$ cat config.mk
export PLATFORM = sky130hd
export DESIGN_NAME = npd_ctrl
export DESIGN_NICKNAME = d
export VERILOG_FILES = /design/src/rtl/npd_pkg.sv /design/src/rtl/npd_ctrl.sv
export SDC_FILE = /design/constraint.sdc
export NUM_CORES = 1
export LEC_CHECK = 0
export ABC_AREA = 0
export BUFFER_PORTS_ARGS = -buffer_cell sky130_fd_sc_hd__buf_2
export CAP_MARGIN = 20
export CORE_MARGIN = 2
export CORE_UTILIZATION = 40
export CTS_CLUSTER_DIAMETER = 200
export DETAILED_ROUTE_END_ITERATION = 8
export GPL_TIMING_DRIVEN = 0
export PLACE_DENSITY = 0.68
export SYNTH_ARGS = -nofsm -noshare
export SYNTH_HDL_FRONTEND = slang
export SYNTH_SLANG_ARGS = --single-unit
export TNS_END_PERCENT = 30
$ cat constraint.sdc
create_clock -name clk -period 3.8 [get_ports clk]
set_input_delay 0.38 -clock clk [delete_from_list [all_inputs] [get_ports clk]]
set_output_delay 0.38 -clock clk [all_outputs]
set_load 0.05 [all_outputs]
$ cat src/rtl/npd_pkg.sv
// ----------------------------------------------------------------------------
// npd_pkg
// Shared types and constants for the nearest point direction block.
// ----------------------------------------------------------------------------
package npd_pkg;

  // operation codes
  localparam logic [1:0] OP_CLEAR = 2'd0;
  localparam logic [1:0] OP_ADD   = 2'd1;
  localparam logic [1:0] OP_QUERY = 2'd2;

  localparam int CoordW   = 16;
  localparam int IdW      = 16;
  localparam int SqW      = 32;   // one squared axis difference
  localparam int DistW    = 33;   // sum of two squares
  localparam int AccW     = 64;   // unit magnitude search accumulators
  localparam int MagW     = 15;   // magnitude 0..16384
  localparam int BitIdxW  = 4;
  localparam logic [BitIdxW-1:0] MagTopBit = 4'd14;

  // controller to datapath
  typedef struct packed {
    logic idle;       // request may be taken
    logic exec;       // run clear / add, arm a query
    logic scan_mul;   // square differences of the fetched entry
    logic scan_cmp;   // compare and step the index
    logic dir_init;   // arm the magnitude search for x
    logic dir_a;      // form candidate accumulators
    logic dir_b;      // test candidate, step the bit
    logic emit;       // load the output register
  } npd_cmd_t;

  // datapath to controller
  typedef struct packed {
    logic in_fire;
    logic is_query;
    logic count_zero;
    logic scan_last;
    logic best_zero;
    logic bit_last;
    logic comp_last;
    logic out_free;
  } npd_stat_t;

endpackage

$ cat src/rtl/npd_ctrl.sv
// ----------------------------------------------------------------------------
// npd_ctrl
// Sequencer: request intake, table scan, magnitude search, result hand-off.
// ----------------------------------------------------------------------------
module npd_ctrl (
  input  logic               clk,
  input  logic               rst_n,
  input  npd_pkg::npd_stat_t stat,
  output npd_pkg::npd_cmd_t  cmd
);
  import npd_pkg::*;

  typedef enum logic [7:0] {
    S_IDLE     = 8'b0000_0001,
    S_EXEC     = 8'b0000_0010,
    S_SCAN_RD  = 8'b0000_0100,
    S_SCAN_MUL = 8'b0000_1000,
    S_SCAN_CMP = 8'b0001_0000,
    S_DIR_INIT = 8'b0010_0000,
    S_DIR_A    = 8'b0100_0000,
    S_DIR_B    = 8'b1000_0000
  } state_t;

  // emit flag: the finished result waits here for the output register
  logic   emit_r, emit_nxt;
  state_t state_r, state_nxt;

  always_ff @(posedge clk) begin
    if (!rst_n) begin
      state_r <= S_IDLE;
      emit_r  <= 1'b0;
    end else begin
      state_r <= state_nxt;
      emit_r  <= emit_nxt;
    end
  end

  always_comb begin
    state_nxt = state_r;
    emit_nxt  = emit_r;
    cmd       = '0;
    if (emit_r) begin
      // result waits for the output register
      cmd.emit = stat.out_free;
      if (stat.out_free) begin
        emit_nxt  = 1'b0;
        state_nxt = S_IDLE;
      end
    end else begin
      unique case (state_r)
        S_IDLE: begin
          cmd.idle = 1'b1;
          if (stat.in_fire) state_nxt = S_EXEC;
        end
        S_EXEC: begin
          cmd.exec = 1'b1;
          if (stat.is_query && !stat.count_zero) state_nxt = S_SCAN_RD;
          else emit_nxt = 1'b1;
        end
        S_SCAN_RD:  state_nxt = S_SCAN_MUL;
        S_SCAN_MUL: begin
          cmd.scan_mul = 1'b1;
          state_nxt    = S_SCAN_CMP;
        end
        S_SCAN_CMP: begin
          cmd.scan_cmp = 1'b1;
          state_nxt    = stat.scan_last ? S_DIR_INIT : S_SCAN_RD;
        end
        S_DIR_INIT: begin
          cmd.dir_init = 1'b1;
          if (stat.best_zero) emit_nxt = 1'b1;
          else state_nxt = S_DIR_A;
        end
        S_DIR_A: begin
          cmd.dir_a = 1'b1;
          state_nxt = S_DIR_B;
        end
        S_DIR_B: begin
          cmd.dir_b = 1'b1;
          if (stat.bit_last && stat.comp_last) emit_nxt = 1'b1;
          else state_nxt = S_DIR_A;
        end
        default: state_nxt = S_IDLE;
      endcase
    end
  end

endmodule

* Yosys cells after proc, flatten, opt, wreduce, memory -nomap -nowiden
Cells that the tools add are included.
** Storage, ports and cells
- Register bits :: 9
- Bits of input ports :: 10
** Operators by class
- Eq/ne operators :: 13
- Multiplexer cells :: 23
- Reductions and logical operators :: 4
** Operators by type and width (count)
- 8-bit one-hot mux with 8 select lines :: 1
- 8-bit two-way mux :: 6
- 1-bit two-way mux :: 13
- 3-bit != test (second input constant) :: 4
- 8-bit by 1-bit equality test with 1-bit output (second input constant) :: 1
- 8-bit by 2-bit equality test with 1-bit output (second input constant) :: 1
- 8-bit by 3-bit equality test with 1-bit output (second input constant) :: 1
- 8-bit by 4-bit equality test with 1-bit output (second input constant) :: 1
- 8-bit by 5-bit equality test with 1-bit output (second input constant) :: 1
- 8-bit by 6-bit equality test with 1-bit output (second input constant) :: 1
- 8-bit by 7-bit equality test with 1-bit output (second input constant) :: 1
- 8-bit equality test (second input constant) :: 1
- 7-bit two-way mux :: 1
- 6-bit two-way mux :: 1
- 5-bit AND reduction :: 1
- 1-bit one-hot mux with 3 select lines :: 1
- 1-bit logical AND :: 2
- 2-bit != test (second input constant) :: 1
- 1-bit zero test :: 1

* Logic depth before layout (Yosys ltp)
Gate-level depths: netlist (run 1).
- Depth after elaboration :: 5
- Depth in mapped cells :: 6

* Worst setup path before layout (run 1)
Ideal clock, no wire load.
- Path kind :: flip-flop to flip-flop
- Start :: register state_r[5]
- End :: register state_r[5]
- Arrival time :: 3038 ps
- Slack :: 692 ps
- Stages on the path, launching flop included :: 7
- Setup time :: 70 ps
- Cell sequence :: dfxtp_1 clkbuf_1 nor4_1 nand2_1 nor4b_1 a22oi_1 nor2b_1
** On the way
- Cells in the longest elaborated chain, start to end :: 3
** Ends and longest elaborated chain
- start, declared :: line npd_ctrl.sv:26 : state_t state_r, state_nxt;
- start signal, assigned :: line npd_ctrl.sv:33 : state_r <= state_nxt;
- 8-bit equality test, or another cell as far along :: line npd_ctrl.sv:50 : unique case (state_r)
- 8-bit one-hot mux with 8 select lines or 3-bit != test (tied branches)
- 8-bit two-way mux or 5-bit AND reduction (tied branches)
Parallel ways exist; a longest one is shown, timed or not.
A chain may end at the register's enable or synchronous reset.

==> flow_metrics.tcl, run 1 <==
set metrics [dict create \
    status "completed" \
    synth_cell_type_count 42 \
    yosys_register_bits 9 \
    p_clk_frac 0.181 \
    holdPathEnd "state_r[5]" \
    critPathRequiredTime_ns 3.42 \
    initial_core_util 0.4193 \
    place.gp.congestion 0.7640 \
    avgSynthCellArea_um2 8.140 \
    maxCapViolCount 0 \
    fmax_mhz 408.1 \
    seq_area_frac_synth 0.2544 \
    final_antenna_net_count 0 \
    pwr-share-comb 0.563 \
    drt_iter0_drc 10 \
    grt.total_usage 0.1958 \
    worst-path-buf-inv 2 \
    ys_top_cells_by_count "dfxtp_1, clkbuf_1, nand2b_1, nor2_1, nor2b_1" \
    yosys.area.top_type "dfxtp_1" \
    clock_path_buffers 2 \
    synthTopCellsByArea "dfxtp_1, nand2b_1, nor2b_1" \
    whs_path_depth 3 \
    p_sw_uw 184.3 \
    antenna_found_initial 0 \
    synth_warnings 0 \
    rsz0062_at_grt "false" \
    r2r_setup_slack_ns 1.77 \
    ir_worst_vdd_mv 0.4411 \
    power_density_nw_per_um2 511.0 \
    cts-hold-fix-buffers 0 \
    num_rows 15 \
    nets 119 \
    dieArea_um2 2123 \
    finalCoreUtilization 0.4978 \
    hp-class "in2reg" \
    layout-drive-gt1-share 0.2870 \
    tns_ns 0 \
    slowest_stage "nor4_1" \
    p_total_uw 429.7 \
    period_share 0.6448 \
    crit_path_end_kind "output pin" \
    syn_inst 87 \
    numClockSinks 9 \
    hpwl_um 1306 \
    fillers 173 \
    cts_tree "built" \
    antennaDiodeCount 0 \
    switching_share 0.4290 \
    start_kind "flop" \
    drt_wl_total_um 1765 \
    finalSetupViolations 0 \
    num_vias 741 \
    grt.met1_usage 0.2447 \
    wl_per_cell_um 14.12 \
    critical_path_class "reg2out" \
    ctsResizeCount 0 \
    htreeDepth 1 \
    relSlewSlack 0.7172 \
    synthFlopType "dfxtp_1" \
    rr_endpoint "state_r[2]" \
    ys_async_sr_fraction 0 \
    cp_top_family "simple AND/OR/NAND/NOR gates" \
    p_leak_uw 0.0003600 \
    grt_pass1_vias 703 \
    area_growth_pct 18.73 \
    pin_count 18 \
    crit_chain "clkbuf_1 > nor4_1 > nand2_1 > nor4b_1 > buf_2" \
    numCtsBuffers 3 \
    postSynthNetCount 97 \
    busiest_layer "met2" \
    tightest_slew_ns 0.4242 \
    netlist_area_um2 708.2 \
    hold_viol 0 \
    clockRootBuffer "clkbuf_4" \
    path_max_fanout 10 \
    numPortBuffers 17 \
    synth_edf_count 0 \
    core_area_um2 1689 \
    post-synth-top-area-fraction 0.2544 \
    grt_pass1_wl_um 3015 \
    hold_ws_ns 0.4088 \
    worst-endpoint-arrival_ns 2.07 \
    p_int_uw 245.3 \
    clk_pin_slew_ns 0.06 \
    drv_slew 0 \
    die_h_um 46.08 \
    p_seq_frac 0.256 \
    min_from "stat[4]" \
    grt_max_degree 11 \
    grt.overflow.total 0 \
    worstReg2RegStart "state_r[6]" \
    drtPass1Iterations 4 \
    grt_util_met2 0.3306 \
    die_x_um 46.08 \
    viasPerCell 5.928 \
    crit_path_max_incr_delay_ns 0.41 \
    met3_usage 0.03529 \
    clk_latency_ns 0.27 \
    fin_crit_ns 2.450 \
    skew_ns 0.003740 \
    ff2ff_path_depth 6 \
    drc_errors 0 \
    post_cts_buffers 0 \
    synth.most_common_cell "dfxtp_1" \
]
tightest hold or removal path, cell delays in order:
cell and delay, ns:
buf_2 0.09, a22oi_1 0.07, nor2b_1 0.10
layer usage:
| metal | wire length [µm] | share of wire | vias up |
|---|---|---|---|
| li1 | - | - | 362 |
| met1 | 793 | 0.45 | 351 |
| met2 | 860 | 0.49 | 22 |
| met3 | 80 | 0.045 | 6 |
| met4 | 31 | 0.018 | 0 |
| met5 | 0 | 0 | - |
stage by stage:
stage / instance area, µm² / instances / setup WS (ns)
finish: 840.8 / 125 / 1.350
floorplan: 708.2 / 87 / 0.6922
global placement: 814.5 / 121 / 1.673
detailed placement: 814.5 / 121 / 1.657
CTS: 840.8 / 125 / 1.355
global route: 840.8 / 125 / 1.160
how the worst max path moves through the flow:
stage | from | end | slack [ns] | cells past startpoint
5_1_grt | state_r[5] | cmd[4] | 1.16 | 5
6_report | state_r[5] | cmd[4] | 1.35 | 5
3_3_place_gp | state_r[6] | cmd[7] | 1.67 | 5
3_5_place_dp | state_r[5] | cmd[4] | 1.66 | 5
2_1_floorplan | state_r[5] | state_r[5] | 0.69 | 6
4_1_cts | state_r[5] | cmd[4] | 1.36 | 5
layout by cell type, fill, tap and decap left out, types with 3 or more instances in the layout:
cell type	n
buf_2	17
clkbuf_1	7
a21oi_1	3
clkbuf_4	3
nand2_1	3
nand2b_1	6
nor2_1	6
nor4_1	3
or3_1	4
and3_1	3
nor2b_1	5
dfxtp_1	9
kinds of logic (layout without fill, tap and decap cells):
kind of cell              Yosys count  count (layout)  synth area share
xor gates and xnor gates            3               3           0.03711
and+or+nand+nor                    54              54            0.5053
DFF                                 9               9            0.2544
AOI/OAI and AO/OA                  12              12            0.1307
buffers and inverters               8              29           0.05830
muxes                               1               1           0.01413
state kept, by name (all words and copies together) (netlist names):
| register | count |
|---|---|
| state_r | 8 |
| emit_r | 1 |
final cells by class:
type	instances	area (µm²)	area share
multi-input combinational	70	486.7	0.5789
sequential	9	180.2	0.2143
timing repair buffer	17	85.08	0.1012
buffer	8	41.29	0.04911
clock buffer	4	26.28	0.03125
tap	17	21.27	0.02530
power groups by stage:
stage	Combinational [µW]	Sequential [µW]	Clock [µW]
final	242	110	77.7
after global routing	261	111	82.1
after CTS	242	110	77.8
after detailed placement	241	112	0
after global placement	237	111	0
after floorplan	198	111	0
(Power assumes the default switching activity.)
==> run 2, diff against run 1 <==
--- a/config.mk
+++ b/config.mk
@@ -13,7 +13,7 @@
 export CTS_CLUSTER_DIAMETER = 200
 export DETAILED_ROUTE_END_ITERATION = 8
 export GPL_TIMING_DRIVEN = 0
-export PLACE_DENSITY = 0.68
+export PLACE_DENSITY = 0.7
 export SYNTH_ARGS = -nofsm -noshare
 export SYNTH_HDL_FRONTEND = slang
 export SYNTH_SLANG_ARGS = --single-unit
==> constraint.sdc (replaced) <==
create_clock -name clk -period 2.2 [get_ports clk]
set_input_delay 0.22 -clock clk [delete_from_list [all_inputs] [get_ports clk]]
set_output_delay 0.22 -clock clk [all_outputs]
set_load 0.05 [all_outputs]
==> run 2 against run 1 <==
Against the previous run: via count is 7.3% lower; critical path depth stayed put; clock skew is 0.0014 ns higher; largest cell class unchanged; largest power group unchanged.
==> flow_metrics.tcl, run 2 (same netlist as run 1, synthesis figures left out) <==
set metrics [dict create \
    status "completed" \
    cts-hold-fix-buffers 0 \
    grt.met1_usage 0.2459 \
    antenna_found_initial 0 \
    finalSetupViolations 0 \
    pre_cts_ws_ns 0.2058 \
    cp_top_family "simple AND/OR/NAND/NOR gates" \
    viasPerCell 5.585 \
    path_depth 5 \
    grt_max_degree 11 \
    layout-drive-gt1-share 0.3679 \
    antennaDiodeCount 0 \
    top_regs "state_r (8), emit_r (1)" \
    final_cell_mix "buf_2, dfxtp_1, nand2b_1, nor2_1, nor2b_1" \
    area_growth_pct 24.73 \
    crit_path_end_kind "output pin" \
    wl_per_cell_um 13.71 \
    worst-endpoint-arrival_ns 1.91 \
    drv_slew 0 \
    num_vias 687 \
    worst-path-buf-inv 3 \
    numPortBuffers 17 \
    rsz0062_at_grt "true" \
    busiest_layer "met2" \
    drt_wl_total_um 1686 \
    die_x_um 46.08 \
    slowest_stage "or4_4" \
    dieArea_um2 2123 \
    final_common_cell "buf_2" \
    clock_path_buffers 2 \
    initial_core_util 0.4193 \
    grt.total_usage 0.1867 \
    fin_ws_ns 0.06554 \
    final_antenna_net_count 0 \
    pin_count 18 \
    skew_ns 0.005109 \
    ff2ff_path_depth 6 \
    numClockSinks 9 \
    relSlewSlack 0.7422 \
    fmax_mhz 468.5 \
    drt_iter0_drc 10 \
    clk_latency_ns 0.27 \
    fin_crit_ns 2.134 \
    htreeDepth 1 \
    place.gp.congestion 0.7922 \
    drtPass1Iterations 4 \
    largest_reg_flops 8 \
    core_area_um2 1689 \
    start_kind "flop" \
    critical_path_class "reg2out" \
    path_max_fanout 10 \
    crit_path_max_incr_delay_ns 0.54 \
    hp-class "in2reg" \
    maxCapViolCount 0 \
    period_share 0.9702 \
    critPathRequiredTime_ns 1.98 \
    hold_viol 0 \
    crit_path_start "state_r[6]" \
    ir_worst_vdd_mv 0.6890 \
    grt_pass1_wl_um 2918 \
    post_dp_cell_area_um2 825.8 \
    num_rows 15 \
    grt_util_met2 0.3056 \
    crit_chain "buf_6 > or4_4 > nor3_2 > buf_4 > buf_2" \
    worstReg2RegStart "state_r[6]" \
    largest-register "state_r" \
    numCtsBuffers 3 \
    p_leak_uw 0.0003660 \
    power_density_nw_per_um2 856.9 \
    crit_path_end "cmd[7]" \
    clockRootBuffer "clkbuf_4" \
    final_area_um2 883.3 \
    hold_ws_ns 0.2436 \
    tightest_slew_ns 0.3866 \
    drc_errors 0 \
    rr_endpoint "state_r[2]" \
    nets 117 \
    r2r_setup_slack_ns 0.18 \
    met3_usage 0.06275 \
    die_h_um 46.08 \
    hpwl_um 1214 \
    clk_pin_slew_ns 0.07 \
    cts_tree "built" \
    grt_pass1_vias 683 \
    grt.overflow.total 0 \
]
-- run 2: power by group --
group / internal, µW / switching, µW
registers: 182 / 43.7
clock network: 67.3 / 64.3
logic: 179 / 221
-- run 2: repair_timing --
item,in CTS,in global routing
endpoints found under the setup margin,3,6
buffers inserted,0,0
gates resized for setup,3,9
-- run 2: how the worst min path moves through the flow --
| stage | startpoint | to | depth (start not counted) |
|---|---|---|---|
| 4_1_cts | stat[4] | state_r[5] | 3 |
| 2_1_floorplan | rst_n | state_r[2] | 1 |
| 3_5_place_dp | stat[4] | state_r[5] | 3 |
| 3_3_place_gp | stat[4] | state_r[5] | 3 |
| 6_report | stat[4] | state_r[5] | 3 |
| 5_1_grt | stat[4] | state_r[5] | 3 |
-- run 2: worst reg2reg max path, cell delays in order, from the launching register on --
cell and delay (ns):
dfxtp_1 0.31, buf_6 0.13, or4_4 0.54, or4_1 0.51
nand3_2 0.18, mux2i_1 0.20, nor2b_1 0.06
-- run 2: final cells by class --
cell class,count,area [µm²]
clock buffers,3,22.52
clock inverters,1,5.005
repair buffers,17,98.84
fillers,159,805.8
flip-flops and latches,9,180.2
plain buffers,6,35.03
well taps,17,21.27
multi-input cells,70,520.5
-- run 2: per-layer routing --
layer | up-vias | wire length (µm) | part of all wire
li1 | 352 | - | -
met1 | 316 | 753 | 0.45
met2 | 17 | 834 | 0.49
met3 | 2 | 90 | 0.053
met4 | 0 | 7 | 0.0042
met5 | - | 0 | 0
-- run 2: metrics by stage --
step                setup TNS, ns  instances  utilization  total power [µW]
detailed placement              0        121       0.4889             610.7
global route             -0.02433        123       0.5230             808.6
floorplan                 -0.1136         87            -             536.1
CTS                             0        125       0.5111             755.3
global placement                0        121       0.4889             604.3
finish                          0        123       0.5230             756.9
==> run 3, diff against run 2 <==
--- a/config.mk
+++ b/config.mk
@@ -6,6 +6,7 @@
 export NUM_CORES = 1
 export LEC_CHECK = 0
 export ABC_AREA = 0
+export ABC_CLOCK_PERIOD_IN_PS = 2200
 export BUFFER_PORTS_ARGS = -buffer_cell sky130_fd_sc_hd__buf_2
 export CAP_MARGIN = 20
 export CORE_MARGIN = 2
@@ -13,7 +14,7 @@
 export CTS_CLUSTER_DIAMETER = 200
 export DETAILED_ROUTE_END_ITERATION = 8
 export GPL_TIMING_DRIVEN = 0
-export PLACE_DENSITY = 0.7
+export PLACE_DENSITY_LB_ADDON = 0.15
 export SYNTH_ARGS = -nofsm -noshare
 export SYNTH_HDL_FRONTEND = slang
 export SYNTH_SLANG_ARGS = --single-unit
==> run 3 against run 2 <==
Against the previous run: die area unchanged; largest power group unchanged; sequential power is 8.8% lower; design area grew 1.1%; clock power about the same; worst setup slack improved by 0.010 ns; flip-flop and latch count did not move; global-route usage decreased by 1.0 points; non-clock buffer count up 1; highest routed layer unchanged.
==> flow_metrics.tcl, run 3 (same netlist as run 1, synthesis figures left out) <==
set metrics [dict create \
    fmax_mhz 470.8 \
    initial_core_util 0.4193 \
    num_rows 15 \
    numClockSinks 9 \
    seq_area_um2 180.2 \
    die_x_um 46.08 \
    cts-hold-fix-buffers 0 \
    pre_cts_ws_ns 0.2034 \
    critPathRequiredTime_ns 1.98 \
    clock_path_buffers 2 \
    status "completed" \
    worst-path-buf-inv 2 \
    worst-endpoint-arrival_ns 1.90 \
    crit_chain "buf_6 > or4_4 > or2_2 > nor2_1 > buf_2" \
    drv_slew 0 \
    skew_ns 0.002968 \
    clk_latency_ns 0.26 \
    final_cell_mix "buf_2, dfxtp_1, nand2b_1, nor2_1, nor2b_1" \
    layout-drive-gt1-share 0.3645 \
    dieArea_um2 2123 \
    start_kind "flop" \
    num_vias 693 \
    htreeDepth 1 \
    rsz0062_at_grt "false" \
    multi_input_area_um2 529.3 \
    antennaDiodeCount 0 \
    relSlewSlack 0.6985 \
    cts_tree "built" \
    largest-register "state_r" \
    die_h_um 46.08 \
    grt.overflow.total 0 \
    hold_ws_ns 0.2914 \
    fillers 176 \
    drt_iter0_drc 16 \
    period_share 0.9655 \
    hp-class "in2reg" \
    drt_wl_total_um 1690 \
    area_growth_pct 26.15 \
    fin_ws_ns 0.07589 \
    finalSetupViolations 0 \
    crit_path_start "state_r[6]" \
    fin_crit_ns 2.124 \
    tightest_slew_ns 0.4523 \
    min_from "stat[7]" \
    wl_per_cell_um 13.63 \
    top_regs "state_r (8), emit_r (1)" \
    nets 118 \
    worstReg2RegStart "state_r[6]" \
    final_antenna_net_count 0 \
    critical_path_class "reg2out" \
    grt_max_degree 11 \
    hold_viol 0 \
    crit_path_end_kind "output pin" \
    drc_errors 0 \
    hpwl_um 1212 \
    ir_worst_vdd_mv 0.5157 \
    clk_pin_slew_ns 0.06 \
    drtPass1Iterations 4 \
    viasPerCell 5.589 \
    final_common_cell "buf_2" \
    antenna_found_initial 0 \
    post_cts_buffers 0 \
    pin_count 18 \
    slowest_stage "or4_4" \
    core_area_um2 1689 \
    crit_path_max_incr_delay_ns 0.53 \
    numCtsBuffers 3 \
    finalCoreUtilization 0.5289 \
    grt_pass1_wl_um 2670 \
    clockRootBuffer "clkbuf_4" \
    grt_pass1_vias 585 \
    largest_reg_flops 8 \
    place.gp.congestion 0.7700 \
    grt.total_usage 0.1767 \
    maxCapViolCount 0 \
    cp_top_family "simple AND/OR/NAND/NOR gates" \
    path_max_fanout 10 \
    power_density_nw_per_um2 850.9 \
    numPortBuffers 17 \
    p_leak_uw 0.0003673 \
]
run 3: cell types whose count changed in the layout (fill, tap and decap cells not counted):
| cell | before | now |
|---|---|---|
| buf_2 | 13 | 14 |
| clkbuf_1 | 3 | 4 |
| nor4b_2 | 1 | 0 |
| clkbuf_2 | 1 | 2 |
| clkinv_2 | 1 | 0 |
| buf_4 | 3 | 2 |
| nor4b_4 | 0 | 1 |
run 3: where the power goes:
| group | internal (µW) | switching (µW) |
|---|---|---|
| registers | 182 | 23.9 |
| logic | 185 | 240 |
| clock network | 70.0 | 60.4 |
| total | 436 | 324 |
run 3: per-stage QoR:
stage	setup TNS (ns)	cells	cell area (µm²)	power (µW)
final	0	124	893.4	760.2
after global placement	0	121	825.8	610.8
after global routing	0	124	893.4	809.9
after CTS	-0.01482	125	865.8	760.2
after detailed placement	0	121	825.8	611.6
after floorplan	-0.1136	87	719.4	536.1
run 3: final cells by class:
type | count | share of cell area
buffer | 7 | 0.04482
clock buffer | 4 | 0.02941
multi-input combinational | 70 | 0.5924
sequential | 9 | 0.2017
tap | 17 | 0.02381
timing repair buffer | 17 | 0.1078
run 3: worst register-to-register path, stage by stage, from the launching register on:
cell and delay [ns]:
dfxtp_1 0.31, buf_6 0.13, or4_4 0.54, or4_1 0.50
nand3_2 0.18, mux2i_1 0.20, nor2b_1 0.06
run 3: repair_timing:
| action | 4_1_cts | 5_1_grt |
|---|---|---|
| pin swaps | 0 | 1 |
| gates resized for setup | 3 | 11 |
| setup endpoints to repair | 3 | 4 |
| cloned | 0 | 0 |
run 3: path summary, 6_finish.rpt:
check	to	slack [ns]	depth (start not counted)
setup / recovery	cmd[6]	0.08	5
hold / removal	state_r[1]	0.29	3
setup reg to reg	state_r[2]	0.18	6
hold reg to reg	state_r[6]	0.59	3
run 3: per-layer routing:
metal  GRT usage  share of wire  vias up  wire, µm
met3     0.02353          0.039        4        66
met2      0.2611           0.42       21       713
met5           0              0        -         0
li1            -              -      356         -
met4     0.08571          0.016        0        27
met1      0.2500           0.52      312       884
